[src/hdl/scqf_pkg.sv]
// Shared types and constants of the strip cluster quality filter.
// Used by the shared arithmetic unit, the top level and the verif files; depends on nothing.

package scqf_pkg;

   // cluster size limit and the count cap that follows from it
   localparam int MAX_WIDTH     = 256;
   localparam int COUNT_W       = 9;
   localparam int COUNT_CAP_INT = (MAX_WIDTH < 511) ? MAX_WIDTH : 511;
   localparam logic [COUNT_W-1:0] COUNT_CAP = COUNT_W'(COUNT_CAP_INT);

   // field widths
   localparam int AMP_W    = 8;
   localparam int NOISE_W  = 16;
   localparam int GAIN_W   = 16;
   localparam int CHARGE_W = 16;
   localparam int SQ_W     = 40;
   localparam int SN_W     = 24;

   // shared radix-2 unit
   localparam int ARITH_W = 40;
   localparam int OPB_W   = 16;
   localparam int REM_W   = 21;
   localparam int STEP_W  = 6;

   // iteration counts, one result bit per cycle
   localparam logic [STEP_W-1:0] STEPS_NOISE  = STEP_W'(28);
   localparam logic [STEP_W-1:0] STEPS_SQUARE = STEP_W'(16);
   localparam logic [STEP_W-1:0] STEPS_MEAN   = STEP_W'(40);
   localparam logic [STEP_W-1:0] STEPS_ROOT   = STEP_W'(20);
   localparam logic [STEP_W-1:0] STEPS_RATIO  = STEP_W'(32);

   // register bus
   localparam int CSR_ADDR_W = 5;
   localparam int CSR_DATA_W = 32;

   typedef enum logic [2:0] {
      CSR_CUT_ENABLE  = 3'd0,
      CSR_STON_LOWER  = 3'd1,
      CSR_STON_UPPER  = 3'd2,
      CSR_WIDTH_LOWER = 3'd3,
      CSR_WIDTH_UPPER = 3'd4
   } csr_index_type;

   typedef enum logic [1:0] {
      OP_DIV  = 2'd0,
      OP_SQRT = 2'd1,
      OP_MUL  = 2'd2
   } arith_op_type;

   typedef struct packed {
      logic                start;
      arith_op_type        op;
      logic [STEP_W-1:0]   steps;
   } arith_cmd_type;

   typedef struct packed {
      logic busy;
      logic done;
   } arith_stat_type;

   typedef enum logic [3:0] {
      S_IDLE,
      S_STRIP,
      S_NOISE,
      S_SQUARE,
      S_CLOSE,
      S_MEAN,
      S_ROOT,
      S_SCALE,
      S_RATIO,
      S_EMIT
   } state_type;

endpackage

[src/hdl/strip_cluster_quality_filter.sv]
// Top level of the strip cluster quality filter: request handshakes, register
// bus, cluster accumulators and sequencer. Depends on scqf_pkg, scqf_arith.

// Strips of one cluster arrive one request at a time; the request flagged
// last_strip closes the cluster and yields one response with charge, width,
// RMS noise, S/N and the accept flag. All divisions, the square root and the
// squaring go through one shared radix-2 unit producing one bit per cycle,
// and that unit sets the rate: a zero-amplitude strip (or one past the width
// cap) uses no unit step, a nonzero bad strip a 16-bit squaring, and a
// nonzero good strip a 28-bit noise-over-gain divide plus the squaring.
// Closing a cluster adds a 40-bit mean divide, a 20-step root and a 32-bit
// S/N divide. One strip is in work at a time; a finished response waits in
// its output register while the next strip is taken. No reset sweep is
// needed; the block comes out of reset ready, in its idle state.

module strip_cluster_quality_filter (
   input  logic                                 clock,
   input  logic                                 reset,
   // strip requests
   input  logic                                 req_valid,
   output logic                                 req_ready,
   input  logic [scqf_pkg::AMP_W-1:0]           req_amplitude,
   input  logic [scqf_pkg::NOISE_W-1:0]         req_strip_noise,
   input  logic [scqf_pkg::GAIN_W-1:0]          req_strip_gain,
   input  logic                                 req_strip_bad,
   input  logic                                 req_last_strip,
   // cluster responses
   output logic                                 rsp_valid,
   input  logic                                 rsp_ready,
   output logic [scqf_pkg::CHARGE_W-1:0]        rsp_cluster_charge,
   output logic [scqf_pkg::COUNT_W-1:0]         rsp_cluster_width,
   output logic [scqf_pkg::NOISE_W-1:0]         rsp_cluster_noise,
   output logic [scqf_pkg::SN_W-1:0]            rsp_signal_to_noise,
   output logic                                 rsp_accepted,
   // register bus
   input  logic                                 psel,
   input  logic                                 penable,
   input  logic                                 pwrite,
   input  logic [scqf_pkg::CSR_ADDR_W-1:0]      paddr,
   input  logic [scqf_pkg::CSR_DATA_W-1:0]      pwdata,
   output logic [scqf_pkg::CSR_DATA_W-1:0]      prdata,
   output logic                                 pready
);
   import scqf_pkg::*;

   // configuration
   logic                 cut_en_ff;
   logic [SN_W-1:0]      ston_lower_ff, ston_upper_ff;
   logic [COUNT_W-1:0]   width_lower_ff, width_upper_ff;
   csr_index_type        csr_idx;
   logic                 csr_write;

   // sequencer and cluster state
   state_type            state_ff, state_in;
   logic [CHARGE_W-1:0]  charge_ff, charge_in;
   logic [SQ_W-1:0]      square_ff, square_in;
   logic [COUNT_W-1:0]   nz_ff, nz_in;
   logic [COUNT_W-1:0]   sc_ff, sc_in;
   logic [NOISE_W-1:0]   held_ff, held_in;
   logic                 work_ff, work_in;
   logic [NOISE_W-1:0]   rms_ff, rms_in;
   logic [SN_W-1:0]      sn_ff, sn_in;
   logic                 snok_ff, snok_in;

   // latched strip
   logic [AMP_W-1:0]     amp_ff;
   logic [NOISE_W-1:0]   noise_ff;
   logic [GAIN_W-1:0]    gain_ff;
   logic                 bad_ff;
   logic                 last_ff;

   // response register
   logic                 rsp_valid_ff, rsp_valid_in;
   logic                 load_rsp;
   logic [CHARGE_W-1:0]  out_charge_ff;
   logic [COUNT_W-1:0]   out_width_ff;
   logic [NOISE_W-1:0]   out_noise_ff;
   logic [SN_W-1:0]      out_sn_ff;
   logic                 out_acc_ff;
   logic                 accept_now;

   // shared unit
   arith_cmd_type        arith_cmd;
   arith_stat_type       arith_stat;
   logic [ARITH_W-1:0]   arith_opa;
   logic [OPB_W-1:0]     arith_opb;
   logic [ARITH_W-1:0]   arith_res;

   logic [CHARGE_W:0]    charge_sum;
   logic [SQ_W:0]        square_sum;

   scqf_arith u_arith (
      .clock  (clock),
      .reset  (reset),
      .cmd    (arith_cmd),
      .opa    (arith_opa),
      .opb    (arith_opb),
      .stat   (arith_stat),
      .result (arith_res)
   );

   // register bus
   assign pready    = 1'b1;
   assign csr_idx   = csr_index_type'(paddr[CSR_ADDR_W-1:2]);
   assign csr_write = psel && penable && pwrite;

   always_ff @(posedge clock) begin
      if (reset) begin
         cut_en_ff      <= 1'b0;
         ston_lower_ff  <= '0;
         ston_upper_ff  <= '1;
         width_lower_ff <= '0;
         width_upper_ff <= COUNT_W'(256);
      end else if (csr_write) begin
         case (csr_idx)
            CSR_CUT_ENABLE:  cut_en_ff      <= pwdata[0];
            CSR_STON_LOWER:  ston_lower_ff  <= pwdata[SN_W-1:0];
            CSR_STON_UPPER:  ston_upper_ff  <= pwdata[SN_W-1:0];
            CSR_WIDTH_LOWER: width_lower_ff <= pwdata[COUNT_W-1:0];
            CSR_WIDTH_UPPER: width_upper_ff <= pwdata[COUNT_W-1:0];
            default: ;
         endcase
      end
   end

   always_comb begin
      case (csr_idx)
         CSR_CUT_ENABLE:  prdata = CSR_DATA_W'(cut_en_ff);
         CSR_STON_LOWER:  prdata = CSR_DATA_W'(ston_lower_ff);
         CSR_STON_UPPER:  prdata = CSR_DATA_W'(ston_upper_ff);
         CSR_WIDTH_LOWER: prdata = CSR_DATA_W'(width_lower_ff);
         CSR_WIDTH_UPPER: prdata = CSR_DATA_W'(width_upper_ff);
         default:         prdata = '0;
      endcase
   end

   // saturating adders
   assign charge_sum = {1'b0, charge_ff} + (CHARGE_W+1)'(req_amplitude);
   assign square_sum = {1'b0, square_ff} + (SQ_W+1)'(arith_res[31:0]);

   assign req_ready  = (state_ff == S_IDLE);
   assign accept_now = !cut_en_ff ||
                       (snok_ff && (width_lower_ff <= sc_ff) && (sc_ff <= width_upper_ff));

   // sequencer: next state, unit commands and accumulator updates
   always_comb begin
      state_in     = state_ff;
      arith_cmd    = '{start: 1'b0, op: OP_DIV, steps: '0};
      arith_opa    = '0;
      arith_opb    = '0;
      charge_in    = charge_ff;
      square_in    = square_ff;
      nz_in        = nz_ff;
      sc_in        = sc_ff;
      held_in      = held_ff;
      work_in      = work_ff;
      rms_in       = rms_ff;
      sn_in        = sn_ff;
      snok_in      = snok_ff;
      rsp_valid_in = rsp_valid_ff && !rsp_ready;
      load_rsp     = 1'b0;
      case (state_ff)
         S_IDLE: begin
            if (req_valid) begin
               state_in = S_STRIP;
               work_in  = 1'b0;
               if (sc_ff < COUNT_CAP) begin
                  sc_in = sc_ff + COUNT_W'(1);
                  if (req_amplitude != '0) begin
                     charge_in = charge_sum[CHARGE_W] ? '1 : charge_sum[CHARGE_W-1:0];
                     nz_in     = nz_ff + COUNT_W'(1);
                     work_in   = 1'b1;
                  end
               end
            end
         end
         S_STRIP: begin
            if (work_ff && !bad_ff) begin
               // noise * 4096 / gain, left-aligned 28-bit dividend
               arith_cmd = '{start: 1'b1, op: OP_DIV, steps: STEPS_NOISE};
               arith_opa = {noise_ff, 24'd0};
               arith_opb = gain_ff;
               state_in  = S_NOISE;
            end else if (work_ff) begin
               // bad strip reuses the held value
               arith_cmd = '{start: 1'b1, op: OP_MUL, steps: STEPS_SQUARE};
               arith_opa = {held_ff, 24'd0};
               arith_opb = held_ff;
               state_in  = S_SQUARE;
            end else if (last_ff) begin
               state_in = S_CLOSE;
            end else begin
               state_in = S_IDLE;
            end
         end
         S_NOISE: begin
            if (arith_stat.done) begin
               held_in   = (arith_res[27:16] != '0) ? '1 : arith_res[15:0];
               arith_cmd = '{start: 1'b1, op: OP_MUL, steps: STEPS_SQUARE};
               arith_opa = {held_in, 24'd0};
               arith_opb = held_in;
               state_in  = S_SQUARE;
            end
         end
         S_SQUARE: begin
            if (arith_stat.done) begin
               square_in = square_sum[SQ_W] ? '1 : square_sum[SQ_W-1:0];
               state_in  = last_ff ? S_CLOSE : S_IDLE;
            end
         end
         S_CLOSE: begin
            if (nz_ff != '0) begin
               // mean square
               arith_cmd = '{start: 1'b1, op: OP_DIV, steps: STEPS_MEAN};
               arith_opa = square_ff;
               arith_opb = OPB_W'(nz_ff);
               state_in  = S_MEAN;
            end else begin
               rms_in   = '0;
               state_in = S_SCALE;
            end
         end
         S_MEAN: begin
            if (arith_stat.done) begin
               arith_cmd = '{start: 1'b1, op: OP_SQRT, steps: STEPS_ROOT};
               arith_opa = arith_res;
               state_in  = S_ROOT;
            end
         end
         S_ROOT: begin
            if (arith_stat.done) begin
               rms_in   = (arith_res[19:16] != '0) ? '1 : arith_res[15:0];
               state_in = S_SCALE;
            end
         end
         S_SCALE: begin
            if (rms_ff == '0) begin
               // zero noise: infinite S/N unless the charge is zero too
               sn_in    = (charge_ff != '0) ? '1 : '0;
               snok_in  = (charge_ff == '0);
               state_in = S_EMIT;
            end else begin
               arith_cmd = '{start: 1'b1, op: OP_DIV, steps: STEPS_RATIO};
               arith_opa = {charge_ff, 24'd0};
               arith_opb = rms_ff;
               state_in  = S_RATIO;
            end
         end
         S_RATIO: begin
            if (arith_stat.done) begin
               sn_in    = (arith_res[31:24] != '0) ? '1 : arith_res[SN_W-1:0];
               snok_in  = (sn_in >= ston_lower_ff) && (sn_in <= ston_upper_ff);
               state_in = S_EMIT;
            end
         end
         S_EMIT: begin
            if (!rsp_valid_ff || rsp_ready) begin
               load_rsp     = 1'b1;
               rsp_valid_in = 1'b1;
               charge_in    = '0;
               square_in    = '0;
               nz_in        = '0;
               sc_in        = '0;
               held_in      = '0;
               state_in     = S_IDLE;
            end
         end
         default: begin
            state_in = S_IDLE;
         end
      endcase
   end

   // control and cluster state
   always_ff @(posedge clock) begin
      if (reset) begin
         state_ff     <= S_IDLE;
         rsp_valid_ff <= 1'b0;
         charge_ff    <= '0;
         square_ff    <= '0;
         nz_ff        <= '0;
         sc_ff        <= '0;
         held_ff      <= '0;
         work_ff      <= 1'b0;
      end else begin
         state_ff     <= state_in;
         rsp_valid_ff <= rsp_valid_in;
         charge_ff    <= charge_in;
         square_ff    <= square_in;
         nz_ff        <= nz_in;
         sc_ff        <= sc_in;
         held_ff      <= held_in;
         work_ff      <= work_in;
      end
   end

   // payload registers
   always_ff @(posedge clock) begin
      rms_ff  <= rms_in;
      sn_ff   <= sn_in;
      snok_ff <= snok_in;
      if (req_valid && req_ready) begin
         amp_ff   <= req_amplitude;
         noise_ff <= req_strip_noise;
         gain_ff  <= req_strip_gain;
         bad_ff   <= req_strip_bad;
         last_ff  <= req_last_strip;
      end
      if (load_rsp) begin
         out_charge_ff <= charge_ff;
         out_width_ff  <= sc_ff;
         out_noise_ff  <= rms_ff;
         out_sn_ff     <= sn_ff;
         out_acc_ff    <= accept_now;
      end
   end

   assign rsp_valid           = rsp_valid_ff;
   assign rsp_cluster_charge  = out_charge_ff;
   assign rsp_cluster_width   = out_width_ff;
   assign rsp_cluster_noise   = out_noise_ff;
   assign rsp_signal_to_noise = out_sn_ff;
   assign rsp_accepted        = out_acc_ff;

   // checks
   a_start_when_idle: assert property (@(posedge clock) disable iff (reset)
      arith_cmd.start |-> !arith_stat.busy)
      else $error("arith unit started while busy");

   a_counts_ordered: assert property (@(posedge clock) disable iff (reset)
      (nz_ff <= sc_ff) && (sc_ff <= COUNT_CAP))
      else $error("strip counts out of order or above cap");

   a_amp_latched: assert property (@(posedge clock) disable iff (reset)
      (state_ff == S_STRIP && work_ff) |-> (amp_ff != '0))
      else $error("zero amplitude strip marked for work");

   a_emit_waits: assert property (@(posedge clock) disable iff (reset)
      (state_ff == S_EMIT && rsp_valid_ff && !rsp_ready) |=> (state_ff == S_EMIT))
      else $error("response overwritten before taken");

   a_cluster_cleared: assert property (@(posedge clock) disable iff (reset)
      load_rsp |=> (sc_ff == '0 && square_ff == '0 && charge_ff == '0 && rsp_valid_ff))
      else $error("cluster state not cleared after response");

endmodule

[src/hdl/scqf_arith.sv]
// Shared bit-serial arithmetic unit: restoring divide, digit-by-digit square
// root and shift-add multiply, one result bit per cycle. Depends on scqf_pkg.

module scqf_arith (
   input  logic                            clock,
   input  logic                            reset,
   input  scqf_pkg::arith_cmd_type         cmd,
   input  logic [scqf_pkg::ARITH_W-1:0]    opa,
   input  logic [scqf_pkg::OPB_W-1:0]      opb,
   output scqf_pkg::arith_stat_type        stat,
   output logic [scqf_pkg::ARITH_W-1:0]    result
);
   import scqf_pkg::*;

   logic [ARITH_W-1:0] rad_ff, rad_in;
   logic [ARITH_W-1:0] res_ff, res_in;
   logic [REM_W-1:0]   rem_ff, rem_in;
   logic [OPB_W-1:0]   div_ff;
   logic [STEP_W-1:0]  cnt_ff, cnt_in;
   arith_op_type       op_ff;
   logic               busy_ff, busy_in;
   logic               done_ff, done_in;

   // shared trial subtract
   logic [REM_W+1:0]   trial;
   logic [REM_W+1:0]   subtrahend;
   logic [REM_W+2:0]   diff;
   logic               fits;
   logic [31:0]        prod;

   always_comb begin
      case (op_ff)
         OP_SQRT: begin
            trial      = {rem_ff, rad_ff[ARITH_W-1 -: 2]};
            subtrahend = {1'b0, res_ff[19:0], 2'b01};
         end
         default: begin
            trial      = {1'b0, rem_ff, rad_ff[ARITH_W-1]};
            subtrahend = (REM_W+2)'(div_ff);
         end
      endcase
      diff = {1'b0, trial} - {1'b0, subtrahend};
      fits = ~diff[REM_W+2];
      // multiply: MSB-first shift and add
      prod = {res_ff[30:0], 1'b0} + (rad_ff[ARITH_W-1] ? 32'(div_ff) : 32'd0);
   end

   // one step per busy cycle
   always_comb begin
      rad_in  = rad_ff;
      res_in  = res_ff;
      rem_in  = rem_ff;
      cnt_in  = cnt_ff;
      busy_in = busy_ff;
      done_in = 1'b0;
      if (cmd.start) begin
         rad_in  = opa;
         res_in  = '0;
         rem_in  = '0;
         cnt_in  = cmd.steps;
         busy_in = 1'b1;
      end else if (busy_ff) begin
         case (op_ff)
            OP_DIV: begin
               rem_in = fits ? diff[REM_W-1:0] : trial[REM_W-1:0];
               res_in = {res_ff[ARITH_W-2:0], fits};
               rad_in = {rad_ff[ARITH_W-2:0], 1'b0};
            end
            OP_SQRT: begin
               rem_in = fits ? diff[REM_W-1:0] : trial[REM_W-1:0];
               res_in = {res_ff[ARITH_W-2:0], fits};
               rad_in = {rad_ff[ARITH_W-3:0], 2'b00};
            end
            OP_MUL: begin
               res_in = {8'd0, prod};
               rad_in = {rad_ff[ARITH_W-2:0], 1'b0};
            end
            default: begin
               res_in = res_ff;
            end
         endcase
         cnt_in = cnt_ff - STEP_W'(1);
         if (cnt_ff == STEP_W'(1)) begin
            busy_in = 1'b0;
            done_in = 1'b1;
         end
      end
   end

   // control registers
   always_ff @(posedge clock) begin
      if (reset) begin
         busy_ff <= 1'b0;
         done_ff <= 1'b0;
         cnt_ff  <= '0;
      end else begin
         busy_ff <= busy_in;
         done_ff <= done_in;
         cnt_ff  <= cnt_in;
      end
   end

   // operand and result shift registers
   always_ff @(posedge clock) begin
      rad_ff <= rad_in;
      res_ff <= res_in;
      rem_ff <= rem_in;
      if (cmd.start) begin
         div_ff <= opb;
         op_ff  <= cmd.op;
      end
   end

   assign stat.busy = busy_ff;
   assign stat.done = done_ff;
   assign result    = res_ff;

endmodule

[config.mk]
export PLATFORM = sky130hd
export DESIGN_NAME = strip_cluster_quality_filter
export DESIGN_NICKNAME = d
export VERILOG_FILES = /design/src/hdl/scqf_pkg.sv /design/src/hdl/strip_cluster_quality_filter.sv /design/src/hdl/scqf_arith.sv
export SDC_FILE = /design/constraint.sdc
export NUM_CORES = 1
export LEC_CHECK = 0
export BUFFER_PORTS_ARGS = -buffer_cell sky130_fd_sc_hd__buf_2
export CORE_MARGIN = 1
export CORE_UTILIZATION = 29
export DETAILED_ROUTE_END_ITERATION = 8
export HOLD_SLACK_MARGIN = 0.15
export PLACE_DENSITY = 0.44
export SETUP_SLACK_MARGIN = 0.15
export SLEW_MARGIN = 25
export SYNTH_ARGS = -nofsm -noshare
export SYNTH_HDL_FRONTEND = slang
export SYNTH_SLANG_ARGS = --single-unit
export TNS_END_PERCENT = 50
[constraint.sdc]
create_clock -name clock -period 6.4 [get_ports clock]
set_input_delay 1.28 -clock clock [delete_from_list [all_inputs] [get_ports clock]]
set_output_delay 1.28 -clock clock [all_outputs]
set_load 0.02 [all_outputs]
=== Word-level counts from Yosys, hierarchy flattened ===
Cells that the tools add are included.

* Register bits: 431
* Input port bits: 86
* Output and inout port bits: 101
* Word-level logic and storage cells: 213

* $add $sub $neg: 7
* $lt $le $gt $ge: 5
* Equality and inequality tests: 27
* Multiplexer cells: 87
* Bitwise logic cells: 2
* Reductions and logical operators: 52

{| class="wikitable"
|+ Operators by type and width
! operator !! number
|-
| 2-to-1 mux 40 bit || 11
|-
| 2-to-1 mux 16 bit || 15
|-
| case mux 40 bit (2 select lines) || 3
|-
| case mux 40 bit (5 select lines) || 1
|-
| case mux 24 bit (5 select lines) || 1
|-
| 2-to-1 mux 9 bit || 13
|-
| 2-to-1 mux 24 bit || 4
|-
| case mux 16 bit (2 select lines) || 3
|-
| case mux 16 bit (4 select lines) || 1
|-
| case mux 24 bit (2 select lines) || 1
|-
| case mux 9 bit (5 select lines) || 1
|-
| adder 40 x 32 -> 41 bit || 1
|-
| case mux 4 bit (10 select lines) || 1
|-
| case mux 9 bit (2 select lines) || 2
|-
| adder 32 bit || 1
|-
| zero test 16 bit || 2
|-
| 2-to-1 mux 4 bit || 7
|-
| >= comparator 24 bit || 1
|-
| less-or-equal comparator 24 bit || 1
|-
| subtractor 23 x 22 -> 24 bit || 1
|-
| 2-to-1 mux 23 bit || 1
|-
| 2-to-1 mux 22 bit || 1
|-
| 2-to-1 mux 21 bit || 1
|-
| adder 9 x 1 -> 9 bit (second input constant) || 2
|-
| 42 further kinds || 104
|}

=== Logic depth before layout (Yosys ltp) ===
* Depth after elaboration: 6
* Depth in mapped cells: 17
* Mapped depth without buffers: 14

=== Cells and area by module ===
A second synthesis with hierarchy kept.

* Cells, all modules: 2,707
* Area total of the unflattened synthesis: 24,323.3 µm²

{| class="wikitable"
|+ Modules (own cells, without submodules)
! module !! instances !! cells each !! area each (µm²) !! sequential area each (µm²)
|-
| strip_cluster_quality_filter || 1 || 1,791 || 16,324.4 || 7,497.2
|-
| scqf_arith || 1 || 916 || 7,998.9 || 3,123.0
|}

=== Least setup slack after synthesis ===
OpenSTA, ideal clock, no wires.

* Kind: input-to-reg
* Start point: input rsp_ready
* End point: register nz_ff[6]
* Library setup time: 128 ps
* Arrival: 4,336 ps
* Data required time: 6,272 ps
* Slack: 1,936 ps
* Stages: 10
* Buffers on the path: 1
* Cell sequence: nand2b_1 nand4_1 inv_1 o22ai_1 a31oi_1 buf_2 and3_1 nand4_1 xor2_1 nor2_1

* Word-level cells in the longest chain between the ends: 3

{| class="wikitable"
|+ RTL lines
! what !! RTL line !! RTL
|-
| from (decl) || strip_cluster_quality_filter.sv:29 || <nowiki>input logic rsp_ready,</nowiki>
|-
| logical OR 1 bit || strip_cluster_quality_filter.sv:257 || <nowiki>if (!rsp_valid_ff || rsp_ready) begin</nowiki>
|-
| != test 2 bit (no source line) || - ||
|-
| AND reduction 5 bit (no source line) || - ||
|-
| to (signal assigned) || strip_cluster_quality_filter.sv:290 || <nowiki>nz_ff <= nz_in;</nowiki>
|-
| to (decl) || strip_cluster_quality_filter.sv:57 || <nowiki>logic [COUNT_W-1:0] nz_ff, nz_in;</nowiki>
|}

No other way between the ends.
A chain may end at the register's enable or synchronous reset.

=== Final worst setup path ===
* Start point: register u_arith.op_ff[1]
* End point: register u_arith.rem_ff[15]

* Word-level cells in the longest chain between the ends: 4
* Elaborated cells on any way between the ends: 8
* Classes of those cells: 1 x add/sub; 1 x eq/ne; 3 x mux; 3 x reduce/logical

{| class="wikitable"
|+ RTL lines
! what !! RTL line !! RTL
|-
| from (decl) || scqf_arith.sv:20 || <nowiki>arith_op_type op_ff;</nowiki>
|-
| from (signal assigned) || scqf_arith.sv:110 || <nowiki>op_ff <= cmd.op;</nowiki>
|-
| equality test 2 x 1 -> 1 bit || scqf_arith.sv:32, scqf_arith.sv:63 ||
|-
| 2-to-1 mux 23 bit / 2-to-1 mux 22 bit (equally long branches) || scqf_arith.sv:32 || <nowiki>case (op_ff)</nowiki>
|-
| subtractor 23 x 22 -> 24 bit || scqf_arith.sv:42 || <nowiki>diff = {1'b0, trial} - {1'b0, subtrahend};</nowiki>
|-
| 2-to-1 mux 21 bit || scqf_arith.sv:65, scqf_arith.sv:70 ||
|-
| to (signal assigned) || scqf_arith.sv:107 || <nowiki>rem_ff <= rem_in;</nowiki>
|-
| to (decl) || scqf_arith.sv:17 || <nowiki>logic [REM_W-1:0] rem_ff, rem_in;</nowiki>
|}

Several ways; a longest one is shown, not always the timed one.

==> run summary <==
top cell type's share of synthesized area: 24.8%
GRT Overall Usage: 19.1%
clock latency on the worst-skew pair: 0.62 ns
register area: 0.0106 sq mm
Synth Warn #: 0
sequential area share after synthesis: 44.1%
Setup CP Type: reg2reg
multi-input logic area: 0.0125 sq mm
reg-to-reg critical path endpoint: u_arith.rem_ff[15]
Hold Vio Cnt, Final: 0
clock buffer depth: 3
RSZ-0062 raised after global routing: false
Layout Skew: 0.0340 ns
io pins: 187
area leader, netlist: edfxtp_1
# DRC: 0
PortBufs: 167
Syn Inst Count: 2629
CTS Hold Bufs: 0
Leakage: 10.7 nW
Reg2Reg Depth: 14
Crit. End Element: register
filler cell count in the final layout: 8407
number of synthesized flops with an enable pin: 199
worst slack at placement: 1.40 ns
drt first pass iters: 5
final setup vio count: 0
RR Startpoint: u_arith.op_ff[1]
Die Y-Extent: 290 um
Setup crit start: u_arith.op_ff[1]
Worst Setup EP: u_arith.rem_ff[15]
Die Width: 290 um
worst slew pin tran: 1.03 ns
Final WS setup: 1.31 ns
Row Count: 105
area delta synth->final: 15.2%
Clk pin slew, worst setup/hold paths: 0.06 ns
Antenna Nets Post-Route: 0
Vias: 20500
CTS Sinks: 431
WP data arrival: 5.52 ns
share of cells above drive strength 1: 13.1%
initial antenna violation count: 0
Non-Filler Instances: 3863
nets: 2987
Yosys reg bits: 431
Initial Util: 29.3%
slack of the worst reg-to-reg path: 1.31 ns
first-pass GRT wire length: 125000 um
Critical Path Fanout Max: 23
die area: 0.0841 sq mm
Worst Hold Class: reg2reg
H-tree Lvls: 2
asr flop ratio synth: 0%
setup TNS: 0 ns
Synth cell types: 91
worst hold slack: 0.418 ns
setup bufs post-CTS: 0
total power: 11.1 mW
placed cells: 3766
minimum clock period: 5.09 ns
largest net degree at the start of global routing: 79
outcome: completed
total global routing overflow: 0
hold_sp: sn_ff[0]
top cells by count, synth: 377 x nand2_1, 269 x a21oi_1, 232 x dfxtp_1
count leader, synth: nand2_1
post-cts resize count: 0
relative slew slack: 30.9%
initial detailed-routing violation count: 1454
Via-to-Cell Ratio: 5.29
Root Driver: clkbuf_16
vias in the first global route: 19800
Max Slew Vio Count: 0
dpl cell area: 0.0260 sq mm
maximum clock frequency: 196 MHz
Final Cell Area: 0.0277 sq mm
top_reg_cell synth: dfxtp_1
wire per inst: 21.4 um
Max VDD drop: 191 uV
Routed Wire Length: 82600 um
Core Region: 0.0821 sq mm
max cap viols: 0
hpwl dp: 59900 um
GP Congestion: 0.903
Core Util, Final: 33.8%
CP startpoint kind: register
CTS tree: yes
Synth area leaders: edfxtp_1 25%, dfxtp_1 19%, ha_1 7.7%
TritonCTS Buffers: 51
Req. time, crit path: 6.83 ns
period utilization: 79.5%
Post-Syn Area per Cell: 9.15 sq um
pwr/cell area: 402 mW/mm^2
post-synthesis cell area: 0.0241 sq mm
cell type report:
type                       count  area share (%)
inverter                      93            1.26
antenna                        1         0.00903
multi-input combinational   1953            45.0
tap                         1070            4.83
clock buffer                  72            5.27
sequential                   431            38.3
clock inverter                24           0.767
timing repair buffer         219            4.55
state kept, by name, indices dropped and copies added (netlist names), 21 cells and up:
signal               flops
square_ff               40
u_arith.rad_ff          40
ston_upper_ff           24
u_arith.rem_ff          21
ston_lower_ff           24
sn_ff                   24
u_arith.result          40
rsp_signal_to_noise     24
critical path, cell delays in order, from the launching register on:
cell	delay (ns)
edfxtp_1	0.67
nand2b_1	0.65
buf_4	0.44
mux2i_1	0.26
ha_1	0.33
a21o_1	0.21
a21o_1	0.17
a21oi_1	0.39
o21ai_0	0.19
o2111ai_1	0.36
nand2_1	0.40
buf_4	0.33
buf_4	0.19
mux2i_1	0.20
a21oi_1	0.09
worst min path at each step:
stage,cells after the start,slack [ns],end
3_5_place_dp,0,0.40,rsp_signal_to_noise[0]
4_1_cts,0,0.42,rsp_signal_to_noise[3]
5_1_grt,0,0.42,rsp_signal_to_noise[3]
3_3_place_gp,0,0.40,rsp_signal_to_noise[0]
2_1_floorplan,0,0.40,rsp_signal_to_noise[0]
6_report,0,0.42,rsp_signal_to_noise[0]
routing by layer:
layer	vias up	share of wire [%]	GRT usage, %
met5	-	0	0
met1	9976	48	27.1
met2	544	46	30.6
met4	0	2.1	5.01
li1	9828	-	-
met3	104	4.7	2.27
power breakdown:
part / switching [mW] / internal, mW / total [mW]
clock: 1.24 / 1.68 / 2.91
sequential: 0.499 / 3.47 / 3.97
combinational: 2.66 / 1.60 / 4.27
total: 4.40 / 6.75 / 11.1
layout by cell type, fill, tap and decap left out, types with 65 or more instances in the layout:
master	Yosys	layout
buf_2	14	166
nand2_1	377	375
a211oi_1	69	69
inv_1	91	90
a21oi_1	269	269
nor2_1	180	177
ha_1	148	148
edfxtp_1	199	199
o21ai_0	130	130
dfxtp_1	232	232
mux2i_1	65	65
cells by family (layout without fill, tap and decap cells):
| kind of cell | after synthesis | in the layout | synth area share [%] |
|---|---|---|---|
| simple gates | 860 | 860 | 16.4 |
| mux | 67 | 67 | 2.80 |
| flops | 431 | 431 | 44.1 |
| xor+xnor | 92 | 92 | 3.35 |
| fa+ha+maj | 152 | 152 | 8.03 |
| buf+inv | 252 | 408 | 4.36 |
| other cells | 2 | 10 | 0.0312 |
| compound gates | 773 | 773 | 20.9 |
Power figures use the tool's default switching activity.
